`src/rtl/core/pvr_pkg.sv`:
```
// ---------------------------------------------------------------------------
// pvr_pkg
// constants shared by the planar vector rotate pipeline
// ---------------------------------------------------------------------------
package pvr_pkg;

  localparam int GUARD_BITS    = 8;
  localparam int ATAN_LEN      = 24;
  localparam int PREP_STAGES   = 5;
  localparam int FINISH_STAGES = 1;

  // 1/K for the cordic gain, unsigned fraction of 2^32
  localparam logic [31:0] GAIN_Q32 = 32'h9B74EDA8;

  // atan(2^-i) with a full turn equal to 2^32
  localparam logic [31:0] ATAN_TURN [ATAN_LEN] = '{
    32'h20000000, 32'h12E4051E, 32'h09FB385B, 32'h051111D4,
    32'h028B0D43, 32'h0145D7E1, 32'h00A2F61E, 32'h00517C55,
    32'h0028BE53, 32'h00145F2F, 32'h000A2F98, 32'h000517CC,
    32'h00028BE6, 32'h000145F3, 32'h0000A2FA, 32'h0000517D,
    32'h000028BE, 32'h0000145F, 32'h00000A30, 32'h00000518,
    32'h0000028C, 32'h00000146, 32'h000000A3, 32'h00000051
  };

  function automatic int stage_count(int stages);
    return (stages > ATAN_LEN) ? ATAN_LEN : stages;
  endfunction

endpackage

```
`src/rtl/core/pvr_cordic_stage.sv`:
```
// ---------------------------------------------------------------------------
// pvr_cordic_stage
// one registered micro-rotation of the cordic chain
// ---------------------------------------------------------------------------
module pvr_cordic_stage #(
  parameter int COORD_WIDTH = 32,
  parameter int IW          = 42,
  parameter int STAGE       = 0
) (
  input  logic                          clk,
  input  logic                          rst,
  input  logic                          in_valid,
  input  logic [31:0]                   t_in,
  input  logic signed [IW-1:0]          x_in,
  input  logic signed [IW-1:0]          y_in,
  input  logic signed [COORD_WIDTH-1:0] z_in,
  output logic                          out_valid,
  output logic [31:0]                   t_out,
  output logic signed [IW-1:0]          x_out,
  output logic signed [IW-1:0]          y_out,
  output logic signed [COORD_WIDTH-1:0] z_out
);
  import pvr_pkg::*;

  logic signed [IW-1:0] dx;
  logic signed [IW-1:0] dy;

  assign dx = y_in >>> STAGE;
  assign dy = x_in >>> STAGE;

  always_ff @(posedge clk) begin
    if (rst) begin
      out_valid <= 1'b0;
    end else begin
      out_valid <= in_valid;
    end
  end

  always_ff @(posedge clk) begin
    z_out <= z_in;
    // residual angle negative: rotate the other way
    if (t_in[31]) begin
      x_out <= x_in + dx;
      y_out <= y_in - dy;
      t_out <= t_in + ATAN_TURN[STAGE];
    end else begin
      x_out <= x_in - dx;
      y_out <= y_in + dy;
      t_out <= t_in - ATAN_TURN[STAGE];
    end
  end

endmodule

```
`config.mk`:
```
export PLATFORM = sky130hd
export DESIGN_NAME = pvr_cordic_stage
export DESIGN_NICKNAME = d
export VERILOG_FILES = /design/src/rtl/core/pvr_pkg.sv /design/src/rtl/core/pvr_cordic_stage.sv
export SDC_FILE = /design/constraint.sdc
export NUM_CORES = 1
export LEC_CHECK = 0
export BUFFER_PORTS_ARGS = -buffer_cell sky130_fd_sc_hd__buf_2
export CAP_MARGIN = 20
export CORE_MARGIN = 2
export CORE_UTILIZATION = 58
export DETAILED_ROUTE_END_ITERATION = 6
export PLACE_DENSITY = 0.89
export SYNTH_ARGS = -nofsm -noshare
export SYNTH_HDL_FRONTEND = slang
export SYNTH_SLANG_ARGS = --single-unit
export TNS_END_PERCENT = 5
```
`constraint.sdc`:
```
create_clock -name clk -period 7.8 [get_ports clk]
set_clock_uncertainty 0.15 [all_clocks]
set_input_delay 0.39 -clock clk [delete_from_list [all_inputs] [get_ports clk]]
set_output_delay 0.39 -clock clk [all_outputs]
set_load 0.01 [all_outputs]
```
Yosys cells after proc, flatten, opt, wreduce, memory -nomap -nowiden
Index checks and enable logic that the tools add are counted.
Widths: inputs -> output; s select.

storage, ports and cells
  register bits = 149
  input port bits = 151
  output and inout port bits = 149
  word-level logic and storage cells = 13

operators by class
  add/sub/neg operators = 5
  mux-type cells = 3

operators with widths
  operator                count
  $mux 42                 2
  $sub 42x42->42          2
  $add 42x42->42          1
  $add 32x30->32 const B  1
  $mux 32                 1
  $sub 32x30->32 const B  1

Depth between registers and ports, before layout
  depth after elaboration = 2
  gate-level depth with buffers = 13
  depth with buffers taken out = 12

Worst setup path before layout
OpenSTA, ideal clock, no wires.

  kind = input -> register
  from = input port y_in[0]
  to = register y_out[38]
  library setup time = 0.072 ns
  arrival = 2.593 ns
  required time = 7.578 ns
  setup slack = 4.985 ns
  stages on the path = 12
  cells stage by stage = inv_1 > ha_1 > fa_1 > nand3b_1 > a211oi_2 > o21ai_1 > nand2_1 > a21oi_1 > o31a_1 > o2111a_1 > a211oi_1 > xor2_1

between the ends
  longest elaborated chain between the ends = 2

ends and longest elaborated chain
  what                                                     line                                            RTL
  from (decl)                                              pvr_cordic_stage.sv:15                          input logic signed [IW-1:0] y_in,
  $add 42x42->42 / $sub 42x42->42 (equally long branches)  pvr_cordic_stage.sv:48, pvr_cordic_stage.sv:44
  $mux 42 *                                                pvr_cordic_stage.sv:42                          if (t_in[31]) begin
  to (signal assigned)                                     pvr_cordic_stage.sv:44                          y_out <= y_in - dy;
  to (signal assigned)                                     pvr_cordic_stage.sv:48                          y_out <= y_in + dy;
  to (decl)                                                pvr_cordic_stage.sv:20                          output logic signed [IW-1:0] y_out,

Every way passes the cells marked *; elsewhere a longest branch is shown, timed or not.
A chain may end at the register's enable or synchronous reset.

Worst setup path in the final report
  from = input port x_in[24]
  to = register x_out[38]

between the ends
  longest elaborated chain between the ends = 2

ends and longest elaborated chain
  what                                                     line                                            RTL
  from (decl)                                              pvr_cordic_stage.sv:14                          input logic signed [IW-1:0] x_in,
  $sub 42x42->42 / $add 42x42->42 (equally long branches)  pvr_cordic_stage.sv:47, pvr_cordic_stage.sv:43
  $mux 42 *                                                pvr_cordic_stage.sv:42
  to (signal assigned)                                     pvr_cordic_stage.sv:43                          x_out <= x_in + dx;
  to (signal assigned)                                     pvr_cordic_stage.sv:47                          x_out <= x_in - dx;
  to (decl)                                                pvr_cordic_stage.sv:19                          output logic signed [IW-1:0] x_out,

Marks and branches as above.

==> results by group <==
Power and ir drop
  • Sequential group share of total power: 33.2%
  • Switching power: 1.04 mW
  • VDD IR max: 0.173 mV
  • Pwr dens: around 210 mW/mm²
  • Total internal power: 1.74 mW
  • Total power: 2.78 mW
  • Comb pwr share: roughly a third
  • Clock Power Share: 32.5%
  • Sw Share: 37.5%
  • Leakage Power: 6.18 nW

STA
  • Worst slew margin: 37.2%
  • Setup TNS: 0 ps
  • Setup-failing EPs final: 0
  • Max-slew violations: 0
  • Min cycle time layout: 3490 ps
  • Final period util: 44.7%
  • Hold slack: 62.1 ps
  • Worst Tran Pin Value: 943 ps
  • RSZ-0062 raised after global routing: false
  • Worst setup margin: 4310 ps
  • Hold Vio Cnt, Final: 0
  • Max Freq: roughly 290 MHz

Clock tree
  • Clk sinks: 148
  • Clock root cell: clkbuf_16
  • Post-CTS Setup Inserts: 0
  • Htree depth: 4
  • CTS tree: yes
  • Total CTS buffers: 17
  • Post-cts hold buffer count: 63
  • Clock Path Buffers: 2
  • Clk slew on worst S/H paths: around 70 ps
  • PostCTS Resize Cnt: 0

Routing
  • DRC: 17
  • ANT nets after route: 0
  • WL met3: ~4600 µm
  • Routed via count: between 10000 and 15000
  • DR iter-0 viols: between 1500 and 2000
  • Drt wl/cell: approximately 22 µm
  • Vias per Instance: 6.21
  • Met1 Routed Length: around 15000 µm
  • Metal2 WL: 18500 µm
  • Drt pass-1 iters: 7
  • Final wirelength: 40500 µm
  • Highest metal layer with signal wires: met4

Logic synthesis
  • Post-Syn Nets: 1587
  • Synth Area in Adders: 15.6%
  • Synth cell types: 78
  • Synthesized area: ~0.010 mm²
  • Post-Synthesis Cells: 1309
  • Async S/R FF share, synth: 0%
  • Sequential-to-total area share from yosys stat: roughly 28%
  • Top cells by area, synth: dfxtp_1, ha_1, a21oi_1
  • Xor and xnor area share after synthesis: 6.81%
  • Avg Cell Area, Syn: 7.95 µm²
  • Synth Warn #: 0
  • Post-synth top flop: dfxtp_1
  • Top cell type's share of synthesized area: approximately 28%
  • Area leader, netlist: dfxtp_1
  • Mux cell area share after synthesis: between 2 and 2.5%
  • Synthesized flop and latch total: 148
  • Post-Synth Simple-Gate Area: 13.9%
  • Largest family of logic cells by synthesized area: compound AO/OA/AOI/OAI gates
  • Number of synthesized flops with an enable pin: 0
  • Compound-Gate Fraction of Synth Area: 25.7%

Worst setup path
  • Kind of critical path: input port to register
  • Worst Path Required: just under 8000 ps
  • CP endpoint kind: register
  • Arrival @ worst endpoint: 3650 ps
  • Crit path max fanout: 12
  • Critical Path Source Type: input port

Placed design
  • Placed Area: between 0.01 and 0.015 mm²
  • Setup slack at placement: 4110 ps
  • DP HPWL: 27700 µm
  • # port buffers: 299
  • GPL Wtd Cong: between 1 and 1.5

Cells and area
  • Cell area after layout: 0.0132 mm²
  • Fillers: around 1200
  • Layout cells sized above 1: 22.4%
  • Area delta synth->final: 26.6%
  • Final #Nets: 1911

GRT
  • Vias in the first global route: 11200
  • Global Route Usage Sum: 42.2%
  • Gr ovfl total: 0
  • Largest net degree at the start of global routing: 57
  • Number of antenna violations at the first check in global routing: 1
  • Global-route wire length before repair: between 60000 and 70000 µm

Floorplan
  • Core area: 0.0174 mm²
  • Row count: between 40 and 50
  • I/O pin count: 300
  • Initial Util: 59.8%
  • Die Ht: 138 µm
  • Die X: 138 µm
  • Die area: 0.0190 mm²

Hold path
  • Hold Path Class: input port to register
  • Depth of the worst hold-timing path: 2

Flow run
  • Max cap viols: 0

Status
  • Failing checks: DRC
  • Status: finished, violations left
-- worst paths after layout --
check | from | endpoint | slack, ps
worst min-delay path | in_valid | out_valid | 60
worst max-delay path | x_in[24] | x_out[38] | 4310
-- per-stage QoR --
stage	instances	util, %
2_1_floorplan	1309	-
3_3_place_gp	1776	68.5
3_5_place_dp	1776	68.5
4_1_cts	1871	75.6
5_1_grt	1872	75.7
6_report	1872	75.7
-- routing by layer --
layer  GRT usage [%]  up-vias
met5               0        -
met4            22.6        0
met3            11.5      215
met2            66.2      944
met1            52.9     5251
li1                -     5211
-- cells in the mapped netlist (all sizes together), types with 3 or more instances --
cell type,instances
or2,4
nand2b,11
and2,3
clkbuf,20
o2111ai,3
nand3,22
a2111oi,3
a21oi,174
buf,39
a211oi,19
nor2b,12
a21o,9
inv,132
mux2i,21
o41ai,3
fa,4
nor4,14
a31oi,11
o221ai,3
dfxtp,148
nor3,31
a211o,3
o21a,12
o31a,4
a21boi,4
xnor2,70
nand3b,5
o211ai,14
nand2,73
o311ai,5
o21bai,26
ha,123
nor2,106
o22ai,6
o21ai,103
a221oi,3
or3,3
o31ai,8
xor2,11
nand4,22
-- cell type report --
class	count	area, µm²	share of cell area [%]
clock buffers	18	439	3.33
clock inverters	14	181	1.38
inverters	134	503	3.82
multi-input cells	968	6660	50.6
flip-flops and latches	148	2960	22.5
well taps	225	282	2.14
repair buffers	364	2140	16.3
diodes	1	2.50	0.0190
-- sequential cells by signal (all words and copies together), names as in the netlist --
name / flops
y_out: 42
t_out: 32
x_out: 41
z_out: 32
out_valid: 1
-- power by group through the flow --
stage | clock, mW | combinational (mW) | sequential (mW)
5_1_grt | 0.929 | 1.02 | 0.934
3_3_place_gp | 0 | 0.868 | 0.928
6_report | 0.902 | 0.953 | 0.924
2_1_floorplan | 0 | 0.485 | 0.995
4_1_cts | 0.881 | 0.911 | 0.916
3_5_place_dp | 0 | 0.879 | 0.930
-- layout by cell type, fill, tap and decap left out, types with 5 or more instances in the layout --
cell / n
nor3_1: 31
nand4_1: 22
inv_1: 125
nor2b_1: 11
a21oi_1: 173
nand2b_1: 11
ha_1: 123
mux2i_1: 21
buf_2: 299
o21bai_1: 26
xor2_1: 11
o211ai_1: 12
a21o_1: 9
o21ai_0: 82
a31oi_1: 10
inv_2: 7
inv_6: 5
o31ai_1: 7
nand3_1: 22
clkbuf_16: 17
nand3b_1: 5
o21ai_1: 19
a211oi_1: 15
nor4_1: 13
nand2_1: 72
xnor2_1: 70
nor2_1: 105
o22ai_1: 6
o21a_1: 12
dfxtp_1: 148
dlygate4sd3_1: 63
-- kinds of logic after synthesis --
logic type,Yosys count
multiplexers,21
AO/OA/AOI/OAI,430
AND/OR/NAND/NOR,309
XOR/XNOR,81
adder cells (fa/ha/maj),127
flip-flops,148
buffers and inverters,193
-- worst max-delay path: stages --
cell and delay, ps:
buf_2 140, inv_1 70, ha_1 490, nand2_1 340, o21ai_0 220, nor3_1 350, o21ai_1 110, o21ai_1 370
o21ai_1 290, a2111oi_0 610, a211oi_2 110, xor2_1 160
(Power assumes the default switching activity.)
