$ cat src/rtl/core/pvr_pkg.sv
// ---------------------------------------------------------------------------
// pvr_pkg
// constants shared by the planar vector rotate pipeline
// ---------------------------------------------------------------------------
package pvr_pkg;

  localparam int GUARD_BITS    = 8;
  localparam int ATAN_LEN      = 24;
  localparam int PREP_STAGES   = 5;
  localparam int FINISH_STAGES = 1;

  // 1/K for the cordic gain, unsigned fraction of 2^32
  localparam logic [31:0] GAIN_Q32 = 32'h9B74EDA8;

  // atan(2^-i) with a full turn equal to 2^32
  localparam logic [31:0] ATAN_TURN [ATAN_LEN] = '{
    32'h20000000, 32'h12E4051E, 32'h09FB385B, 32'h051111D4,
    32'h028B0D43, 32'h0145D7E1, 32'h00A2F61E, 32'h00517C55,
    32'h0028BE53, 32'h00145F2F, 32'h000A2F98, 32'h000517CC,
    32'h00028BE6, 32'h000145F3, 32'h0000A2FA, 32'h0000517D,
    32'h000028BE, 32'h0000145F, 32'h00000A30, 32'h00000518,
    32'h0000028C, 32'h00000146, 32'h000000A3, 32'h00000051
  };

  function automatic int stage_count(int stages);
    return (stages > ATAN_LEN) ? ATAN_LEN : stages;
  endfunction

endpackage

$ cat src/rtl/core/pvr_prep.sv
// ---------------------------------------------------------------------------
// pvr_prep
// angle fold into the right half plane and gain pre-scaling, five stages
// ---------------------------------------------------------------------------
module pvr_prep #(
  parameter int COORD_WIDTH = 32,
  parameter int ANGLE_WIDTH = 16,
  parameter int IW          = 42
) (
  input  logic                          clk,
  input  logic                          rst,
  input  logic                          in_valid,
  input  logic [ANGLE_WIDTH-1:0]        yaw_angle,
  input  logic signed [COORD_WIDTH-1:0] x_in,
  input  logic signed [COORD_WIDTH-1:0] y_in,
  input  logic signed [COORD_WIDTH-1:0] z_in,
  output logic                          out_valid,
  output logic [31:0]                   t_out,
  output logic signed [IW-1:0]          x_out,
  output logic signed [IW-1:0]          y_out,
  output logic signed [COORD_WIDTH-1:0] z_out
);
  import pvr_pkg::*;

  localparam int MW  = COORD_WIDTH + GUARD_BITS;
  localparam int MPW = (MW > 32) ? MW : 33;
  localparam int HW  = MPW - 32;
  localparam int RW  = HW + 33;
  localparam int XW  = (RW > IW) ? RW : IW;

  // stage a: fold
  logic [31:0]          phase;
  logic [31:0]          t0;
  logic                 fold;
  logic signed [IW-1:0] lane_in [2];

  logic                 a_valid;
  logic [31:0]          a_t;
  logic signed [IW-1:0] a_v [2];
  logic signed [COORD_WIDTH-1:0] a_z;

  // stage b: magnitude
  logic                 b_valid;
  logic [31:0]          b_t;
  logic                 b_neg [2];
  logic [MPW-1:0]       b_mag [2];
  logic signed [COORD_WIDTH-1:0] b_z;

  // stage c: partial products
  logic                 c_valid;
  logic [31:0]          c_t;
  logic                 c_neg [2];
  logic [63:0]          c_lo [2];
  logic [HW+31:0]       c_hi [2];
  logic signed [COORD_WIDTH-1:0] c_z;

  // stage d: rounded sum
  logic                 d_valid;
  logic [31:0]          d_t;
  logic                 d_neg [2];
  logic [RW-1:0]        d_r [2];
  logic signed [COORD_WIDTH-1:0] d_z;

  // stage e: sign back
  logic                 e_valid;
  logic [31:0]          e_t;
  logic signed [IW-1:0] e_v [2];
  logic signed [COORD_WIDTH-1:0] e_z;

  logic [IW-1:0]        a_abs [2];
  logic [XW-1:0]        d_wide [2];

  assign phase = {yaw_angle, {(32 - ANGLE_WIDTH){1'b0}}};
  assign t0    = 32'd0 - phase;
  // second or third quarter: turn by half a turn first
  assign fold  = t0[31] ^ t0[30];

  assign lane_in[0] = {{(IW - COORD_WIDTH){x_in[COORD_WIDTH-1]}}, x_in} <<< GUARD_BITS;
  assign lane_in[1] = {{(IW - COORD_WIDTH){y_in[COORD_WIDTH-1]}}, y_in} <<< GUARD_BITS;

  always_comb begin
    for (int l = 0; l < 2; l++) begin
      a_abs[l]  = a_v[l][IW-1] ? IW'(-a_v[l]) : IW'(a_v[l]);
      d_wide[l] = XW'(d_r[l]);
    end
  end

  always_ff @(posedge clk) begin
    if (rst) begin
      a_valid <= 1'b0;
      b_valid <= 1'b0;
      c_valid <= 1'b0;
      d_valid <= 1'b0;
      e_valid <= 1'b0;
    end else begin
      a_valid <= in_valid;
      b_valid <= a_valid;
      c_valid <= b_valid;
      d_valid <= c_valid;
      e_valid <= d_valid;
    end
  end

  always_ff @(posedge clk) begin
    a_t <= fold ? {~t0[31], t0[30:0]} : t0;
    a_z <= z_in;
    b_t <= a_t;
    b_z <= a_z;
    c_t <= b_t;
    c_z <= b_z;
    d_t <= c_t;
    d_z <= c_z;
    e_t <= d_t;
    e_z <= d_z;
    for (int l = 0; l < 2; l++) begin
      a_v[l]   <= fold ? -lane_in[l] : lane_in[l];
      b_neg[l] <= a_v[l][IW-1];
      b_mag[l] <= MPW'(a_abs[l][MW-1:0]);
      c_neg[l] <= b_neg[l];
      c_lo[l]  <= 64'(b_mag[l][31:0]) * 64'(GAIN_Q32);
      c_hi[l]  <= (HW + 32)'(b_mag[l][MPW-1:32]) * (HW + 32)'(GAIN_Q32);
      d_neg[l] <= c_neg[l];
      // round half up on the low partial product
      d_r[l]   <= RW'(c_hi[l]) + RW'((c_lo[l] + 64'h0000_0000_8000_0000) >> 32);
      e_v[l]   <= d_neg[l] ? -signed'(d_wide[l][IW-1:0]) : signed'(d_wide[l][IW-1:0]);
    end
  end

  assign out_valid = e_valid;
  assign t_out     = e_t;
  assign x_out     = e_v[0];
  assign y_out     = e_v[1];
  assign z_out     = e_z;

endmodule

$ cat config.mk
export PLATFORM = sky130hd
export DESIGN_NAME = pvr_prep
export DESIGN_NICKNAME = d
export VERILOG_FILES = /design/src/rtl/core/pvr_pkg.sv /design/src/rtl/core/pvr_prep.sv
export SDC_FILE = /design/constraint.sdc
export NUM_CORES = 2
export LEC_CHECK = 0
export BUFFER_PORTS_ARGS = -buffer_cell sky130_fd_sc_hd__buf_2
export CORE_ASPECT_RATIO = 0.6
export CORE_MARGIN = 1
export CORE_UTILIZATION = 51
export DETAILED_ROUTE_END_ITERATION = 7
export PLACE_DENSITY = 0.68
export SYNTH_ARGS = -nofsm -noshare
export SYNTH_HDL_FRONTEND = slang
export SYNTH_SLANG_ARGS = --single-unit
$ cat constraint.sdc
create_clock -name clk -period 18.2 [get_ports clk]
set_clock_uncertainty 0.1 [all_clocks]
set_input_delay 2.73 -clock clk [delete_from_list [all_inputs] [get_ports clk]]
set_output_delay 2.73 -clock clk [all_outputs]
set_load 0.01 [all_outputs]
After elaboration in Yosys (flattened, before gate mapping)
Memories as Yosys holds them, arrays and structs flattened.
Index checks and enable logic that the tools add are counted.
{"block": "totals", "memories": 9, "ram_bits": 532, "inputBits": 115, "register_bits": 325, "wordCells": 48, "out_inout_bits": 149}
{"name": "c_lo", "depth": 2, "width": 61, "read_ports": 2, "rd_ports_with_merged_regs": 0, "write_ports": 2, "line": "pvr_prep.sv:53", "text": "logic [63:0] c_lo [2];"}
{"name": "a_v", "depth": 2, "width": 42, "read_ports": 2, "rd_ports_with_merged_regs": 0, "write_ports": 2, "line": "pvr_prep.sv:39", "text": "logic signed [IW-1:0] a_v [2];"}
{"name": "e_v", "depth": 2, "width": 42, "read_ports": 2, "rd_ports_with_merged_regs": 0, "write_ports": 2, "line": "pvr_prep.sv:67", "text": "logic signed [IW-1:0] e_v [2];"}
{"name": "d_r", "depth": 2, "width": 41, "read_ports": 2, "rd_ports_with_merged_regs": 0, "write_ports": 2, "line": "pvr_prep.sv:61", "text": "logic [RW-1:0] d_r [2];"}
{"name": "b_mag", "depth": 2, "width": 40, "read_ports": 2, "rd_ports_with_merged_regs": 0, "write_ports": 2, "line": "pvr_prep.sv:46", "text": "logic [MPW-1:0] b_mag [2];"}
{"name": "c_hi", "depth": 2, "width": 37, "read_ports": 2, "rd_ports_with_merged_regs": 0, "write_ports": 2, "line": "pvr_prep.sv:54", "text": "logic [HW+31:0] c_hi [2];"}
{"name": "3 more memories"}
{"block": "op_classes", "muxes": 7, "bitwise_logic": 2, "multipliers": 4, "add_sub_neg": 11}
{"operator": "two-way mux 42 bit", "n": 4}
{"operator": "adder 64 x 32 -> 64 bit (second input constant)", "n": 2}
{"operator": "multiplier 32 x 29 -> 61 bit (second input constant)", "n": 2}
{"operator": "negator 40 -> 42 bit", "n": 2}
{"operator": "negator 41 -> 42 bit", "n": 2}
{"operator": "adder 40 x 32 -> 41 bit", "n": 2}
{"operator": "two-way mux 40 bit", "n": 2}
{"operator": "negator 40 bit", "n": 2}
{"operator": "multiplier 8 x 29 -> 37 bit (second input constant)", "n": 2}
{"operator": "two-way mux 32 bit", "n": 1}
{"operator": "subtractor 1 x 32 -> 32 bit (first input constant)", "n": 1}
{"operator": "NOT 1 bit", "n": 1}
{"operator": "bitwise XOR 1 bit", "n": 1}

Longest topological paths before layout
{"block": "logic_depth", "depth_word": 3, "mapped_depth": 26, "mapped_depth_nobuf": 25}

Least setup slack after synthesis
Ideal clock, no wire load.
{"block": "synth_path", "path_type": "register to register", "startpoint": "mem b_mag[0][55] in the netlist's numbering", "endpoint": "mem c_lo[0][110] in the netlist's numbering", "slack_ns": 10.744, "t_arrival_ns": 7.229, "n_path_buf": 0, "path_stages_with_launch": 25, "synth_period_minus_slack_ns": 7.456, "path_cell_list": "dfxtp_1 inv_1 fa_1 fa_1 inv_1 fa_1 inv_1 fa_1 inv_1 fa_1 fa_1 inv_1 fa_1 inv_1 ha_1 ha_1 and2_1 a221o_1 a2111oi_0 a21oi_1 a41oi_1 o21ai_0 a221oi_1 o21ai_0 xor2_1"}
{"item": "start, declared", "line": "pvr_prep.sv:46"}
{"item": "end, declared", "line": "pvr_prep.sv:53"}

==> reports/metrics.csv <==
stage;metric;value;unit
synthesis;synth.cell_area;57300;um^2
clock_tree;numCtsBuffers;68;
global_route;grt.overflow.total;0;
clock_tree;cts.sinks;682;
floorplanning;io_pins;264;
global_route;grt_max_degree;43;
clock_tree;hold_buffers;0;
floorplanning;std_cell_rows;94;
layout;final_cell_mix;inv_1 (1,028), ha_1 (856), fa_1 (770);
clock_tree;h-tree-depth;3;
sta;max_freq;118;MHz
sta;hold_viol;0;
detailed_routing;first_pass_iters;5;
detailed_routing;routed_wl;149000;um
detailed_routing;drtAntennaViolNets;0;
setup_path;arrival;8.95;ns
min_path;min-delay-path-class;register to register;
clock_tree;clockRootBuffer;clkbuf_16;
global_route;grt_pass1_vias;37700;
detailed_routing;wl_per_cell;20.5;um
global_route;grtUsageTotal;26.7;%
sta;post-route-period-util;46.6;%
synthesis;syn_avg_cell_area;10.5;um^2
detailed_routing;wl_met1;78600;um
setup_path;crit_buf_inv;6;
setup_path;worstSetupPathType;register to register;
detailed_routing;met2_length;48200;um
sta;setup-violations-final;0;
clock_tree;cts_tree;built;
sta;period_needed;8.48;ns
floorplanning;start_util;51.9;%
detailed_routing;drc;0;
setup_path;critPathTopFamily;adder cells;
synthesis;synth_edf_count;0;
clock_tree;clk_latency;0.69;ns
status;outcome;complete, no violations;
detailed_routing;dr.first_iter.drc_count;3101;
place;hpwl;129000;um
synthesis;ys_ff_latch;682;
detailed_routing;wl_met3;19900;um
clock_tree;ctsLongestPathBuffers;3;
synthesis;yosysSeqAreaShare;23.8;%
setup_path;endpoint_kind;register;
sta;rsz0062_at_grt;false;
place;place.gp.congestion;1.03;
clock_tree;cts.repair.resized;0;
sta;final_max_slew_viol_count;0;
layout;diodes;0;
setup_path;path_cells;inv_1, fa_1, fa_1, inv_1, fa_1, inv_1, fa_1, inv_1, fa_1, fa_1, inv_1, fa_1, inv_1, ha_1, ha_1, and2_1, a221o_1, a2111oi_0, a21oi_1, a41oi_1, o21ai_0, a221oi_1, o21ai_0, xor2_1;
layout;drive_gt1_share;7.35;%
setup_path;crit_fanout;9;
sta;tightest_slew;1.13;ns
synthesis;yosys_warnings;0;
floorplanning;die_x;435;um
place;io_buffers;247;
setup_path;critPathSlowestCell;dfxtp_1;
detailed_routing;routed_via_density;5.28;
sta;tns;0;ns
setup_path;required;18.68;ns
synthesis;ys.flop_type;dfxtp_1;
setup_path;r2r_slack;9.72;ns
layout;syn2layout_area_growth;9.17;%
detailed_routing;highest_layer;met5;
layout;final_common_cell;inv_1;
sta;relSlewSlack;24.7;%
floorplanning;fp.dieH;262;um
synthesis;synthCells;5438;
clock_tree;cts_setup_buffers;0;
flow_run;drv_cap;0;
global_route;grt_pass1_wl;227000;um
setup_path;crit_top_cell;fa_1;
setup_path;cp-start-kind;register;
floorplanning;dieArea;114000;um^2
layout;fillers;9573;
detailed_routing;via_count;38300;
synthesis;async_reset_ff_share;0;%
setup_path;slowest_delay;0.72;ns
layout;final_nets;7447;
clock_tree;cts.clk_slew.worst_paths;0.07;ns
global_route;antenna_found_initial;2;
synthesis;synth.distinct_cells;72;
floorplanning;core-area;110000;um^2
-- cell families after synthesis --
| group | synth area share (%) |
|---|---|
| AOI/OAI and AO/OA | 8.82 |
| xor gates and xnor gates | 7.36 |
| adders and majority gates | 45.6 |
| buffers and inverters | 7.36 |
| DFF | 23.8 |
| muxes | 0.0546 |
| other | 0.00655 |
| and+or+nand+nor | 6.95 |
-- flip-flops by register name (all words and copies together) (netlist names), 32 cells and up --
register and flops:
a_v 66, a_z 32, b_mag 64, b_z 32
c_hi 74, c_lo 66, c_z 32, d_r 82
d_z 32, e_v 84, z_out 32
-- through the flow --
| stage | setup slack (ns) | util, % | std cells | area, um^2 | hold WS [ns] |
|---|---|---|---|---|---|
| after floorplan | 10.74 | - | 5453 | 57300 | 0.210 |
| after global routing | 9.33 | 56.6 | 7246 | 62500 | 0.203 |
| after global placement | 9.92 | 54.5 | 7124 | 60200 | 0.210 |
| after CTS | 9.73 | 56.6 | 7246 | 62500 | 0.205 |
| after detailed placement | 9.77 | 54.5 | 7124 | 60200 | 0.212 |
| final | 9.72 | 56.6 | 7246 | 62500 | 0.205 |
-- synth_stat cells, drive strengths merged, types with 15 or more instances --
cell type / number / share of area [%]
a31oi: 26 / 0.28
nor4: 24 / 0.30
fa: 770 / 27
or2: 21 / 0.23
nand4: 45 / 0.49
nand3: 82 / 0.72
o41ai: 28 / 0.46
o31ai: 56 / 0.73
o21a: 17 / 0.22
inv: 1028 / 6.7
or4: 31 / 0.43
nor2b: 33 / 0.36
buf: 17 / 0.22
nand2b: 33 / 0.36
nor2: 148 / 0.97
xnor2: 363 / 5.6
dfxtp: 682 / 24
a211oi: 15 / 0.20
a21oi: 175 / 1.5
nor3: 55 / 0.48
clkbuf: 61 / 0.40
and3: 43 / 0.47
nand2: 193 / 1.3
a21o: 143 / 1.9
o21ai: 155 / 1.4
ha: 856 / 19
or3: 43 / 0.48
xor2: 118 / 1.8
o21bai: 35 / 0.46
-- area by class of cell --
class,instances,area (um^2),area share [%]
repair buffers,261,1340,2.14
well taps,1488,1860,2.98
inverters,1028,3860,6.17
multi-input cells,3665,39500,63.1
flip-flops and latches,682,13700,21.8
clock inverters,36,448,0.716
clock buffers,86,1890,3.02
-- final timing paths --
kind / cells past startpoint / from / to
worst max-delay path: 24 / b_mag[0][55] / c_lo[0][110]
worst min-delay path: 0 / c_t[25] / d_t[25]
worst max register to register: 24 / b_mag[0][55] / c_lo[0][110]
worst min register to register: 0 / c_t[25] / d_t[25]
-- routing by layer --
metal | GRT usage (%) | up-vias
met3 | 12.4 | 116
met1 | 44.0 | 18500
met2 | 29.9 | 1355
met5 | 0.615 | -
met4 | 4.20 | 2
li1 | - | 18300
Power is not shown: default switching activity piles up to over one toggle a cycle in this logic, so the estimate is an artifact.
