### src/rtl/core/pvr_pkg.sv
// ---------------------------------------------------------------------------
// pvr_pkg
// constants shared by the planar vector rotate pipeline
// ---------------------------------------------------------------------------
package pvr_pkg;

  localparam int GUARD_BITS    = 8;
  localparam int ATAN_LEN      = 24;
  localparam int PREP_STAGES   = 5;
  localparam int FINISH_STAGES = 1;

  // 1/K for the cordic gain, unsigned fraction of 2^32
  localparam logic [31:0] GAIN_Q32 = 32'h9B74EDA8;

  // atan(2^-i) with a full turn equal to 2^32
  localparam logic [31:0] ATAN_TURN [ATAN_LEN] = '{
    32'h20000000, 32'h12E4051E, 32'h09FB385B, 32'h051111D4,
    32'h028B0D43, 32'h0145D7E1, 32'h00A2F61E, 32'h00517C55,
    32'h0028BE53, 32'h00145F2F, 32'h000A2F98, 32'h000517CC,
    32'h00028BE6, 32'h000145F3, 32'h0000A2FA, 32'h0000517D,
    32'h000028BE, 32'h0000145F, 32'h00000A30, 32'h00000518,
    32'h0000028C, 32'h00000146, 32'h000000A3, 32'h00000051
  };

  function automatic int stage_count(int stages);
    return (stages > ATAN_LEN) ? ATAN_LEN : stages;
  endfunction

endpackage

### src/rtl/core/pvr_finish.sv
// ---------------------------------------------------------------------------
// pvr_finish
// drop guard bits with round half up and clamp to the coordinate range
// ---------------------------------------------------------------------------
module pvr_finish #(
  parameter int COORD_WIDTH = 32,
  parameter int IW          = 42
) (
  input  logic                          clk,
  input  logic                          rst,
  input  logic                          in_valid,
  input  logic signed [IW-1:0]          x_in,
  input  logic signed [IW-1:0]          y_in,
  input  logic signed [COORD_WIDTH-1:0] z_in,
  output logic                          out_valid,
  output logic signed [COORD_WIDTH-1:0] x_out,
  output logic signed [COORD_WIDTH-1:0] y_out,
  output logic signed [COORD_WIDTH-1:0] z_out
);
  import pvr_pkg::*;

  localparam int SW  = IW - GUARD_BITS;
  localparam int RND = 1 << (GUARD_BITS - 1);
  localparam logic signed [SW-1:0] TOP =
    {{(SW - COORD_WIDTH + 1){1'b0}}, {(COORD_WIDTH - 1){1'b1}}};
  localparam logic signed [SW-1:0] BOT = ~TOP;

  logic signed [IW-1:0] lane_in [2];
  logic signed [IW-1:0] shifted [2];
  logic signed [SW-1:0] rounded [2];
  logic signed [COORD_WIDTH-1:0] clamped [2];

  assign lane_in[0] = x_in;
  assign lane_in[1] = y_in;

  always_comb begin
    for (int l = 0; l < 2; l++) begin
      shifted[l] = (lane_in[l] + signed'(IW'(RND))) >>> GUARD_BITS;
      rounded[l] = shifted[l][SW-1:0];
      if (rounded[l] > TOP) begin
        clamped[l] = TOP[COORD_WIDTH-1:0];
      end else if (rounded[l] < BOT) begin
        clamped[l] = BOT[COORD_WIDTH-1:0];
      end else begin
        clamped[l] = rounded[l][COORD_WIDTH-1:0];
      end
    end
  end

  always_ff @(posedge clk) begin
    if (rst) begin
      out_valid <= 1'b0;
    end else begin
      out_valid <= in_valid;
    end
  end

  always_ff @(posedge clk) begin
    x_out <= clamped[0];
    y_out <= clamped[1];
    z_out <= z_in;
  end

endmodule

### config.mk
export PLATFORM = sky130hd
export DESIGN_NAME = pvr_finish
export DESIGN_NICKNAME = d
export VERILOG_FILES = /design/src/rtl/core/pvr_pkg.sv /design/src/rtl/core/pvr_finish.sv
export SDC_FILE = /design/constraint.sdc
export NUM_CORES = 1
export LEC_CHECK = 0
export ABC_CLOCK_PERIOD_IN_PS = 2400
export BUFFER_PORTS_ARGS = -buffer_cell sky130_fd_sc_hd__clkbuf_2
export CAP_MARGIN = 15
export CORE_ASPECT_RATIO = 1.75
export CORE_MARGIN = 2
export CORE_UTILIZATION = 40
export CTS_CLUSTER_DIAMETER = 60
export DETAILED_ROUTE_END_ITERATION = 10
export PLACE_DENSITY_LB_ADDON = 0.08
export SLEW_MARGIN = 30
export SYNTH_ARGS = -nofsm -noshare
export SYNTH_HDL_FRONTEND = slang
export SYNTH_SLANG_ARGS = --single-unit
export TNS_END_PERCENT = 30
### constraint.sdc
create_clock -name clk -period 2.4 [get_ports clk]
set_input_delay 0.12 -clock clk [delete_from_list [all_inputs] [get_ports clk]]
set_output_delay 0.12 -clock clk [all_outputs]
set_load 0.02 [all_outputs]
Yosys cells after proc, flatten, opt, wreduce, memory -nomap -nowiden --
Cells that the tools add are included. W data, S select, Z words.
Storage, ports and cells: flip-flop bits (word level) 97, input port bits 119, word-level logic and storage cells 12
Operators by class: $add $sub $neg 2, order comparisons 4, mux-type cells 2
Operators with widths (number):
- $add A42 B9 Y42 const B | 2
- $gt A34 B32 Y1 const B | 2
- $lt A34 B32 Y1 const B | 2
- $mux W32 | 2

Depth between registers and ports, before layout --
Gate-level depths: netlist (run 1).
depth in word-level cells 3, depth in mapped cells 8, mapped depth without buffers 7

Least setup slack after synthesis (run 1) --
Ideal clock, no wire load.
path type input -> register, from in x_in[7], to reg x_out[17], data arrival time 1.939 ns, data required time 2.326 ns, slack 0.387 ns, cell stages on the path 8, path buffers 2, path through ha_1 > nand4_1 > inv_1 > nand4_1 > or4b_1 > buf_2 > buf_2 > a31oi_2
On the way: longest elaborated chain between the ends 3
Ends and longest elaborated chain:
- start, declared | line pvr_finish.sv:12 | input logic signed [IW-1:0] x_in,
- $add A42 B9 Y42 * | line pvr_finish.sv:38 | shifted[l] = (lane_in[l] + signed'(IW'(RND))) >>> GUARD_BITS;
- $lt A34 B32 Y1 | line pvr_finish.sv:42 | end else if (rounded[l] < BOT) begin
- $mux W32 | line pvr_finish.sv:42
- end signal, assigned | line pvr_finish.sv:59 | x_out <= clamped[0];
- end, declared | line pvr_finish.sv:16 | output logic signed [COORD_WIDTH-1:0] x_out,
Every way passes the cells marked *; elsewhere a longest branch is shown, timed or not. A chain may end at the register's enable or synchronous reset.

Worst setup path after layout (run 1) --
from in x_in[16], to reg x_out[21]
The elaborated chain is that of the path after synthesis.

==> results of run 1 <==
[flip-flops by register name (all words and copies together), names as in the netlist]
name / count
x_out: 32
y_out: 32
z_out: 32
out_valid: 1
[metrics by stage]
| step | setup slack [ps] | cells | utilization, % |
|---|---|---|---|
| 2_1_floorplan | 387 | 414 | - |
| 3_3_place_gp | 185 | 747 | 53.6 |
| 3_5_place_dp | 146 | 747 | 53.6 |
| 4_1_cts | 517 | 797 | 59.9 |
| 5_1_grt | 357 | 797 | 59.9 |
| 6_report | 500 | 797 | 59.9 |
[cell usage in the layout (no fill, tap or decap), drive strengths merged, types with 2 or more instances in the layout]
| master | Yosys | routed |
|---|---|---|
| a31oi | 14 | 14 |
| nor3 | 6 | 6 |
| nor2 | 20 | 20 |
| and4 | 9 | 9 |
| nand4 | 24 | 24 |
| nand3 | 23 | 23 |
| clkbuf | 6 | 211 |
| and3 | 7 | 7 |
| buf | 8 | 21 |
| dfxtp | 97 | 97 |
| o21ai | 32 | 32 |
| xnor2 | 31 | 31 |
| dlygate4sd3 | 0 | 34 |
| ha | 2 | 2 |
| xor2 | 36 | 36 |
| nor4 | 11 | 11 |
| nand2 | 34 | 34 |
| o22ai | 3 | 3 |
| a21oi | 27 | 27 |
| a22oi | 4 | 4 |
| inv | 6 | 10 |
| o211ai | 3 | 3 |
| and2 | 5 | 5 |
[power by group through the flow]
stage / Sequential, W / Combinational (W) / Clock [W]
after floorplan: 0.00196 / 0.000191 / 0
after global placement: 0.00180 / 0.000659 / 0
after detailed placement: 0.00180 / 0.000666 / 0
after CTS: 0.00177 / 0.000712 / 0.00140
after global routing: 0.00178 / 0.000763 / 0.00146
final: 0.00176 / 0.000707 / 0.00135
[repair_timing]
action / in CTS / in global routing
hold buffers: 34 / 0
hold endpoints to repair: 33 / 0
gates resized for setup: 0 / 0
setup buffers: 0 / 0
[layout make-up]
| type | instances | area [um2] | area share, % |
|---|---|---|---|
| sequential | 97 | 1940 | 32.9 |
| inverter | 6 | 22.5 | 0.382 |
| tap | 125 | 156 | 2.65 |
| clock inverter | 6 | 50.0 | 0.849 |
| timing repair buffer | 256 | 1500 | 25.5 |
| multi-input combinational | 297 | 1990 | 33.8 |
| clock buffer | 10 | 229 | 3.88 |
[routing by layer]
layer,global-route usage [%],up-vias,wire length [um]
li1,-,1985,-
met1,19.4,1862,3850
met2,41.7,118,6740
met3,4.62,24,565
met4,10.2,0,368
met5,0,-,0
[worst paths after layout]
| check | start | endpoint | slack [ps] | cells after the start |
|---|---|---|---|---|
| setup / recovery | x_in[16] | x_out[21] | 500 | 8 |
| hold / removal | x_in[28] | x_out[20] | 120 | 3 |
[cells by family (layout without fill, tap and decap cells)]
| group | after synthesis | in the layout |
|---|---|---|
| AOI/OAI and AO/OA | 83 | 83 |
| DFF | 97 | 97 |
| xor gates and xnor gates | 67 | 67 |
| adders and majority gates | 2 | 2 |
| buffers and inverters | 20 | 278 |
| and+or+nand+nor | 145 | 145 |
==> summary.md, run 1 <==
| Metric | Value |
|---|---|
| Buffers & Inverters on Critical Path | `2` |
| Clock buffer count from CTS | `9` |
| Final Total Pwr | `0.00382 W` |
| First-pass GRT wire length | `approximately 18000 um` |
| Net Sw Power | `about 0.0011 W` |
| Post-synthesis to final-layout area growth | `46.0%` |
| Number of enable-type register cells in the synthesized netlist | `0` |
| Predominant post-synthesis flop cell | `sky130_fd_sc_hd__dfxtp_1` |
| Switching part of the total | `28.4%` |
| Post-synth top area cell | `sky130_fd_sc_hd__dfxtp_1` |
| Slowest-stage cell, CP | `sky130_fd_sc_hd__or4_4` |
| Pint | `~0.0027 W` |
| Type of the worst setup path | `in2reg` |
| Die boundary height | `137 um` |
| Max Cap Violations | `0` |
| Adder-Cell Fraction of Synth Area | `0.620%` |
| Seq pwr share | `46.2%` |
| Fraction of final layout cells with drive strength greater than 1 | `39.9%` |
| Largest net degree at the start of global routing | `18` |
| Portion of the post-synthesis area used by sequential elements | `48.1%` |
| Final slew viol count | `0` |
| Maximum resistive drop on vdd | `0.000595 V` |
| Part of the total power dissipated in combinational logic | `18.5%` |
| Pleak | `roughly 2.6 nW` |
| Max transition margin | `67.6%` |
| Critical Path Fanout Max | `13` |
| GRT Resource Usage Total | `between 20% and 30%` |
| Clock Sinks | `97` |
| First-iteration detailed-routing DRC count | `82` |
| Post-synthesis simple-gate area fraction | `20.1%` |
| RSZ-0062 raised after global routing | `no` |
| Setup TNS after final layout | `0 ps` |
| CORE AREA | `9850 um2` |
| Clk pwr share | `35.3%` |
| Number of nets in the finished design | `roughly 790` |
| Share of the synthesized area in the top cell type | `48.1%` |
| Post-route DRC | `0` |
| Ordered cell list for the critical path | `clkbuf_2 -> nand4_2 -> or4_4 -> nor4_2 -> nand2_1 -> a22oi_4 -> buf_4 -> a31oi_2` |
| Inserted Diodes | `0` |
| Hold slack final | `116 ps` |
| Gr ovfl total | `0` |
| Worst path arrival time | `2110 ps` |
| Overall die area | `roughly 11000 um2` |
| Leading cell types by total area after synthesis | `sky130_fd_sc_hd__dfxtp_1 48%, sky130_fd_sc_hd__xor2_1 7.6%, sky130_fd_sc_hd__xnor2_1 6.7%` |
| Fillers | `920` |
| Synth warn | `0` |
| Category of cells accounting for the largest share of critical-path delay | `simple AND/OR/NAND/NOR gates` |
| Most numerous cell in the Yosys netlist | `sky130_fd_sc_hd__dfxtp_1` |
| Required time reported for the critical path endpoint | `2610 ps` |
| CTS max path bufs | `2` |
| Timing-limited maximum frequency | `526 MHz` |
| Proportion of register bits with asynchronous set or reset after synthesis | `0%` |
| Buffer type at the clock tree root | `sky130_fd_sc_hd__clkbuf_16` |
| Critical path's largest stage delay | `620 ps` |
| Result of the run | `finished, final reports clean` |
| Combinational family with the most area after synthesis | `simple AND/OR/NAND/NOR gates` |
| Floorplan row count | `48` |
| I/O pin cnt | `216` |
| Vias post-DR | `~4000` |
| Synthesized Nets | `roughly 540` |
| Top cell types by occurrence after synthesis | `97 x sky130_fd_sc_hd__dfxtp_1, 35 x sky130_fd_sc_hd__xor2_1, 34 x sky130_fd_sc_hd__nand2_1` |
| Average wire per standard cell | `14.5 um` |
| Vias in the first global route | `3849` |
| Endpoint class of the critical path | `register` |
| Total of flip-flops plus latches after synthesis | `97` |
| Avg Inst Size Synth | `9.75 um2` |
| Number of input and output port buffers inserted | `~200` |
| Period Utilization, post-route | `79.2%` |
| Final Hold Viols | `0` |
| Setup violators final | `0` |
| Final period demand of the worst path | `1900 ps` |
| DRT Pass-1 Iters | `4` |
| Mux cell area share after synthesis | `0%` |
| Synthesized-area fraction occupied by ao, oa, aoi and oai cells | `13.9%` |
| Post-synth cell types | `40` |
| DIE WIDTH | `79.9 um` |
| Number of antenna violations at the first check in global routing | `0` |
| Crit path launch type | `input pin` |
| Clock tree from TritonCTS | `done` |
| Worst Hold Class | `in2reg` |
| Initial cell density of the core | `41.0%` |
| Clock transition at the registers of the reported paths | `60 ps` |
| Total number of H-tree levels | `3` |
| Pwr per Cell Area | `648 nW/um2` |
| Fin area | `5900 um2` |
| Synthesized-area fraction occupied by xor and xnor cells | `14.7%` |
| Cell area after synthesis | `4040 um2` |
| Global placement routability congestion | `roughly 0.9` |
| Area post-placement | `about 5300 um2` |
| Number of instances in the synthesized netlist | `414` |
| Post-route ant nets | `0` |
| Total half-perimeter wirelength after legalization and detailed placement | `9220 um` |
| Wirelength, routed | `11500 um` |
| Ratio of routed vias to standard cells | `5.01` |
| Worst Tran Pin Value | `483 ps` |
No activity file was read; power rests on OpenSTA's default activity.
==> run 2: changes to the inputs <==
Settings changed: ABC_CLOCK_PERIOD_IN_PS 2400 to 1600.
Clock period 2.4 ns to 1.6 ns, I/O delays scaled along.
==> run 2 against run 1 <==
Cell count up 12%. Via count up 8.1%. Sequential cell count unchanged. Power up 58%. Worst hold slack better by 4.6 ps. Critical endpoint is now x_out[29]. First-iteration DRC count up 52%. Worst setup slack worse by 470 ps. Non-clock buffer count up 96.
==> summary.md, run 2 (synthesized netlist as in run 1, its figures left out) <==
| Metric | Value |
|---|---|
| CORE AREA | `9850 um2` |
| Timing-limited maximum frequency | `around 640 MHz` |
| Ratio of routed vias to standard cells | `roughly 4.8` |
| Net Sw Power | `0.00164 W` |
| Switching part of the total | `27.3%` |
| Clock transition at the registers of the reported paths | `60 ps` |
| Global placement routability congestion | `a little over 0.9` |
| Number of nets in the finished design | `884` |
| DRT Pass-1 Iters | `6` |
| Result of the run | `finished, final reports clean` |
| Max Cap Violations | `0` |
| First-iteration detailed-routing DRC count | `125` |
| Slowest-stage cell, CP | `sky130_fd_sc_hd__or4_4` |
| Period Utilization, post-route | `97.9%` |
| Post-synthesis to final-layout area growth | `67.8%` |
| Part of the total power dissipated in combinational logic | `20.4%` |
| Setup violators final | `0` |
| Fraction of final layout cells with drive strength greater than 1 | `48.4%` |
| Seq pwr share | `44.2%` |
| Vias in the first global route | `4265` |
| Uppermost metal layer occupied by signal nets | `met4` |
| DIE WIDTH | `79.9 um` |
| Worst Hold Class | `in2reg` |
| Startpoint of the worst hold path | `y_in[20]` |
| Buffer type at the clock tree root | `sky130_fd_sc_hd__clkbuf_16` |
| GRT Resource Usage Total | `22.8%` |
| Clock Sinks | `97` |
| Wirelength, routed | `12700 um` |
| Pint | `about 0.0044 W` |
| Wire length on met2 | `7670 um` |
| Hold-critical path depth | `3` |
| Crit path launch type | `input pin` |
| Total number of H-tree levels | `3` |
| Gr ovfl total | `0` |
| RSZ-0062 raised after global routing | `yes` |
| Category of cells accounting for the largest share of critical-path delay | `simple AND/OR/NAND/NOR gates` |
| Fillers | `817` |
| Maximum resistive drop on vdd | `0.000650 V` |
| Largest net degree at the start of global routing | `17` |
| Clock buffer count from CTS | `9` |
| Number of input and output port buffers inserted | `201` |
| Clock tree from TritonCTS | `done` |
| Worst path arrival time | `about 1800 ps` |
| Initial cell density of the core | `between 40% and 50%` |
| Detailed route wirelength on metal3 | `501 um` |
| Floorplan row count | `48` |
| Type of the worst setup path | `in2reg` |
| First-pass GRT wire length | `19200 um` |
| CTS max path bufs | `2` |
| Final slew viol count | `0` |
| Pwr per Cell Area | `~900 nW/um2` |
| Pleak | `3.11 nW` |
| Commonest non-fill, non-tap cell in the layout | `sky130_fd_sc_hd__clkbuf_2` |
| Die boundary height | `137 um` |
| Post-route DRC | `0` |
| Setup slack at placement | `-325 ps` |
| Inserted Diodes | `0` |
| Hold path endpoint | `y_out[12]` |
| Ordered cell list for the critical path | `clkbuf_2 -> nand4_4 -> or4_4 -> nor4_4 -> xor2_2 -> a22oi_4 -> buf_12 -> o211ai_1` |
| Multi-input gate area | `2070 um2` |
| Post-route setup slack | `between 30 and 40 ps` |
| Post-Route M1 WL | `around 4200 um` |
| Final Hold Viols | `0` |
| Number of antenna violations at the first check in global routing | `0` |
| Total half-perimeter wirelength after legalization and detailed placement | `10300 um` |
| Endpoint class of the critical path | `register` |
| Register area | `between 1500 and 2000 um2` |
| Max transition margin | `about 73%` |
| Overall die area | `10900 um2` |
| I/O pin cnt | `216` |
| Final period demand of the worst path | `1570 ps` |
| Critical Path Fanout Max | `14` |
| Commonest cells after routing, fill and taps aside | `201 x sky130_fd_sc_hd__clkbuf_2, 112 x sky130_fd_sc_hd__buf_4, 97 x sky130_fd_sc_hd__dfxtp_1, 35 x sky130_fd_sc_hd__xor2_1, 34 x sky130_fd_sc_hd__dlygate4sd3_1` |
| Vias post-DR | `4313` |
| Buffers & Inverters on Critical Path | `2` |
| Required time reported for the critical path endpoint | `about 1800 ps` |
| Worst Tran Pin Value | `398 ps` |
| Average wire per standard cell | `14.2 um` |
| Post-route ant nets | `0` |
| Fin area | `6780 um2` |
| Registers with the highest flip-flop counts | `x_out x32, y_out x32, z_out x32` |
| Clk pwr share | `35.5%` |
| Area post-placement | `between 6000 and 7000 um2` |
| Critical path's largest stage delay | `560 ps` |
| Final core utilization | `68.8%` |
[run 2: what timing repair did]
item / 4_1_cts / 5_1_grt
hold buffers: 34 / 0
setup buffers: 0 / 0
gates resized for setup: 0 / 5
hold endpoints to repair: 33 / 0
endpoints found under the setup margin: 0 / 53
[run 2: worst max path at each step]
stage | startpoint | to | slack (ps) | cells after the start
finish | x_in[12] | x_out[29] | 30 | 8
global placement | x_in[12] | x_out[25] | -380 | 8
CTS | x_in[12] | x_out[25] | 30 | 8
floorplan | x_in[11] | x_out[17] | -220 | 8
detailed placement | x_in[11] | x_out[25] | -330 | 8
global route | x_in[12] | x_out[29] | -40 | 8
[run 2: routing by layer]
metal,vias to the layer above,global-route usage (%)
met2,123,47.5
met3,23,4.68
met1,1995,20.3
met5,-,0
li1,2172,-
met4,0,8.38
[run 2: metrics by stage]
stage | hold WS (ps) | TNS, ps | power (W) | std cells
floorplan | 108 | -8550 | 0.00324 | 414
global placement | 182 | -15430 | 0.00385 | 843
detailed placement | 184 | -14970 | 0.00387 | 843
CTS | 116 | 0 | 0.00606 | 892
global route | 145 | -53.4 | 0.00625 | 892
finish | 121 | 0 | 0.00602 | 892
[run 2: layout make-up]
cell class	count	area share (%)
Tap cell	125	2.31
Sequential cell	97	28.7
Clock buffer	10	3.38
Clock inverter	5	0.960
Inverter	6	0.332
Timing Repair Buffer	352	33.8
Multi-Input combinational cell	297	30.6
[run 2: tightest hold or removal path: stages]
cell and delay, ps:
sky130_fd_sc_hd__clkbuf_2 120, sky130_fd_sc_hd__xor2_1 80, sky130_fd_sc_hd__o21ai_0 140
[run 2: power groups by stage]
stage	Clock (W)	Combinational, W	Sequential (W)
floorplan	0	0.000295	0.00295
detailed placement	0	0.00116	0.00271
CTS	0.00217	0.00123	0.00266
global placement	0	0.00114	0.00271
global route	0.00227	0.00131	0.00267
finish	0.00214	0.00122	0.00266
==> run 3: changes to the inputs <==
Settings changed: ABC_AREA from default to 1, CORE_ASPECT_RATIO 1.75 to default, CORE_UTILIZATION 40 to 42.
==> run 3 against run 2 <==
Clock power down 27%. First-iteration DRC count down 21%. Routed wire length decreased by 8.6%. Worst setup slack improved by 310 ps. Final area decreased by 7.6%. Sequential power is essentially flat. Sequential share of layout area is 2.3 points higher. Global-route usage fell by 1.9 points. Power is 12% lower. Die area increased by 3.2%. Via count rose by 1.3%. Worst hold slack got worse by 110 ps. Critical path type unchanged. Largest power group unchanged.
==> summary.md, run 3 <==
| Metric | Value |
|---|---|
| Worst path arrival time | `1520 ps` |
| Period Utilization, post-route | `78.4%` |
| Number of antenna violations at the first check in global routing | `0` |
| Critical Path Fanout Max | `31` |
| CORE AREA | `10200 um2` |
| Buffer type at the clock tree root | `sky130_fd_sc_hd__clkbuf_8` |
| Post-synth cell types | `23` |
| Clock Sinks | `97` |
| Commonest cells after routing, fill and taps aside | `231 x sky130_fd_sc_hd__nand2_1, 201 x sky130_fd_sc_hd__clkbuf_2, 97 x sky130_fd_sc_hd__dfxtp_1, 58 x sky130_fd_sc_hd__nor2_1, 44 x sky130_fd_sc_hd__inv_1` |
| Total of cells resized after clock tree synthesis | `0` |
| DIE WIDTH | `between 100 and 150 um` |
| Synth warn | `0` |
| Crit path launch type | `input pin` |
| Post-route ant nets | `0` |
| Clock transition at the registers of the reported paths | `100 ps` |
| Maximum resistive drop on vdd | `around 0.00054 V` |
| Fillers | `990` |
| Portion of the post-synthesis area used by sequential elements | `~44%` |
| Commonest non-fill, non-tap cell in the layout | `sky130_fd_sc_hd__nand2_1` |
| Most numerous cell in the Yosys netlist | `sky130_fd_sc_hd__nand2_1` |
| Cell area after synthesis | `4390 um2` |
| Share of the synthesized area in the top cell type | `44.2%` |
| GRT Resource Usage Total | `20.9%` |
| Startpoint of the worst hold path | `x_in[9]` |
| Worst Hold Class | `in2reg` |
| Registers with the highest flip-flop counts | `x_out x32, y_out x32, z_out x32` |
| Leading cell types by total area after synthesis | `sky130_fd_sc_hd__dfxtp_1 44%, sky130_fd_sc_hd__nand2_1 20%, sky130_fd_sc_hd__xor2_1 6.2%` |
| Global placement routability congestion | `0.900` |
| Setup violators final | `0` |
| Timing-limited maximum frequency | `798 MHz` |
| Final slew viol count | `0` |
| Final Hold Viols | `0` |
| Die boundary height | `106 um` |
| Result of the run | `finished, final reports clean` |
| Register area | `1940 um2` |
| Multi-input gate area | `2140 um2` |
| Hold slack final | `roughly 12 ps` |
| Number of nets in the finished design | `971` |
| Synthesized Nets | `704` |
| I/O pin cnt | `216` |
| Endpoint class of the critical path | `register` |
| Avg Inst Size Synth | `7.54 um2` |
| Fraction of final layout cells with drive strength greater than 1 | `roughly a third` |
| Inserted Diodes | `0` |
| DRT Pass-1 Iters | `4` |
| CTS max path bufs | `2` |
| Clock buffer count from CTS | `9` |
| Total number of H-tree levels | `3` |
| Final core utilization | `between 60% and 70%` |
| Number of instances in the synthesized netlist | `between 500 and 600` |
| RSZ-0062 raised after global routing | `no` |
| Predominant post-synthesis flop cell | `sky130_fd_sc_hd__dfxtp_1` |
| Floorplan row count | `37` |
| Largest net degree at the start of global routing | `32` |
| First-iteration detailed-routing DRC count | `99` |
| Total half-perimeter wirelength after legalization and detailed placement | `9080 um` |
| Top cell types by occurrence after synthesis | `231 x sky130_fd_sc_hd__nand2_1, 97 x sky130_fd_sc_hd__dfxtp_1, 58 x sky130_fd_sc_hd__nor2_1` |
| Required time reported for the critical path endpoint | `1860 ps` |
| Vias in the first global route | `a little over 4000` |
| Setup slack at placement | `-84.3 ps` |
| Ratio of routed vias to standard cells | `4.41` |
| Vias post-DR | `4370` |
| Gr ovfl total | `0` |
| Average wire per standard cell | `11.7 um` |
| DP Cell Count | `940` |
| Overall die area | `between 10000 and 15000 um2` |
| Post-synth top area cell | `sky130_fd_sc_hd__dfxtp_1` |
| Max transition margin | `78.5%` |
| Total of flip-flops plus latches after synthesis | `97` |
| Type of the worst setup path | `in2reg` |
| Pwr per Cell Area | `850 nW/um2` |
| Initial cell density of the core | `42.9%` |
| Clock tree from TritonCTS | `done` |
| Number of input and output port buffers inserted | `roughly 200` |
| Final period demand of the worst path | `1250 ps` |
| First-pass GRT wire length | `18600 um` |
| Proportion of register bits with asynchronous set or reset after synthesis | `0%` |
| Number of enable-type register cells in the synthesized netlist | `0` |
| Wirelength, routed | `~12000 um` |
| Post-route setup slack | `346 ps` |
| Post-CTS repair timing setup buffer count | `0` |
| Setup TNS after final layout | `0 ps` |
| Worst setup path startpoint | `y_in[7]` |
| Worst Tran Pin Value | `approximately 320 ps` |
| Post-route non-filler standard cell count | `991` |
| Post-synthesis to final-layout area growth | `42.6%` |
| Max Cap Violations | `0` |
| Post-route DRC | `0` |
| Pleak | `3.27 nW` |
-- run 3: cell count changes after synthesis, moves of 8 or more --
cell,previous run,this run
sky130_fd_sc_hd__and4_1,8,0
sky130_fd_sc_hd__nor4_1,8,0
sky130_fd_sc_hd__nand2_1,34,231
sky130_fd_sc_hd__nor2_1,20,58
sky130_fd_sc_hd__buf_6,3,12
sky130_fd_sc_hd__a21oi_1,16,0
sky130_fd_sc_hd__inv_1,6,44
sky130_fd_sc_hd__nand4_1,22,8
sky130_fd_sc_hd__o21ai_0,29,0
sky130_fd_sc_hd__a21oi_2,11,0
-- run 3: layer usage --
layer	vias to the layer above	track usage, %	wire (um)
met1	1913	24.4	4890
met2	129	37.2	5810
li1	2305	-	-
met4	0	9.96	296
met5	-	0	0
met3	23	3.43	582
-- run 3: repair_timing --
item                       4_1_cts  5_1_grt
hold buffers                    35        0
hold endpoints to repair        34        0
setup endpoints to repair        0        0
-- run 3: logic make-up (layout without fill, tap and decap cells) --
family          Yosys count  count (layout)  synth area share, %
xor+xnor                 57              57                 11.4
flops                    97              97                 44.2
fa+ha+maj                 2               2                0.570
simple gates            365             365                 36.3
buf+inv                  59             331                 7.09
compound gates            3               3                0.513
-- run 3: final cells by class --
class                   count  area share [%]
inverters                  47            2.82
clock inverters             6           0.999
flip-flops and latches     97            31.0
multi-input cells         427            34.2
well taps                 136            2.72
clock buffers              10            2.20
repair buffers            268            26.1
-- run 3: power by group --
| group | leakage (nW) | switching (W) | internal (W) |
|---|---|---|---|
| registers | 0.818 | 0.0000464 | 0.00260 |
| clock network | 0.0953 | 0.000922 | 0.000644 |
| logic | 2.36 | 0.000671 | 0.000437 |
-- run 3: through the flow --
stage          cell area (um2)  total power (W)
2_1_floorplan             4390          0.00330
3_3_place_gp              5710          0.00374
3_5_place_dp              5710          0.00375
4_1_cts                   6260          0.00537
5_1_grt                   6260          0.00559
6_report                  6260          0.00532
-- run 3: path summary, 6_finish.rpt --
path | to | slack [ps] | cells after the start
worst max-delay path | y_out[30] | 350 | 11
worst min-delay path | x_out[1] | 10 | 4
-- run 3: worst max-delay path: stages --
cell                       delay [ps]
sky130_fd_sc_hd__clkbuf_2          90
sky130_fd_sc_hd__ha_1             160
sky130_fd_sc_hd__nand2_1          100
sky130_fd_sc_hd__nor2_4           130
sky130_fd_sc_hd__nand3b_2         110
sky130_fd_sc_hd__nor2_2           160
sky130_fd_sc_hd__nand4_1          160
sky130_fd_sc_hd__nand2_2          140
sky130_fd_sc_hd__nand2_4          200
sky130_fd_sc_hd__nand2_1          130
sky130_fd_sc_hd__nand2_1           60
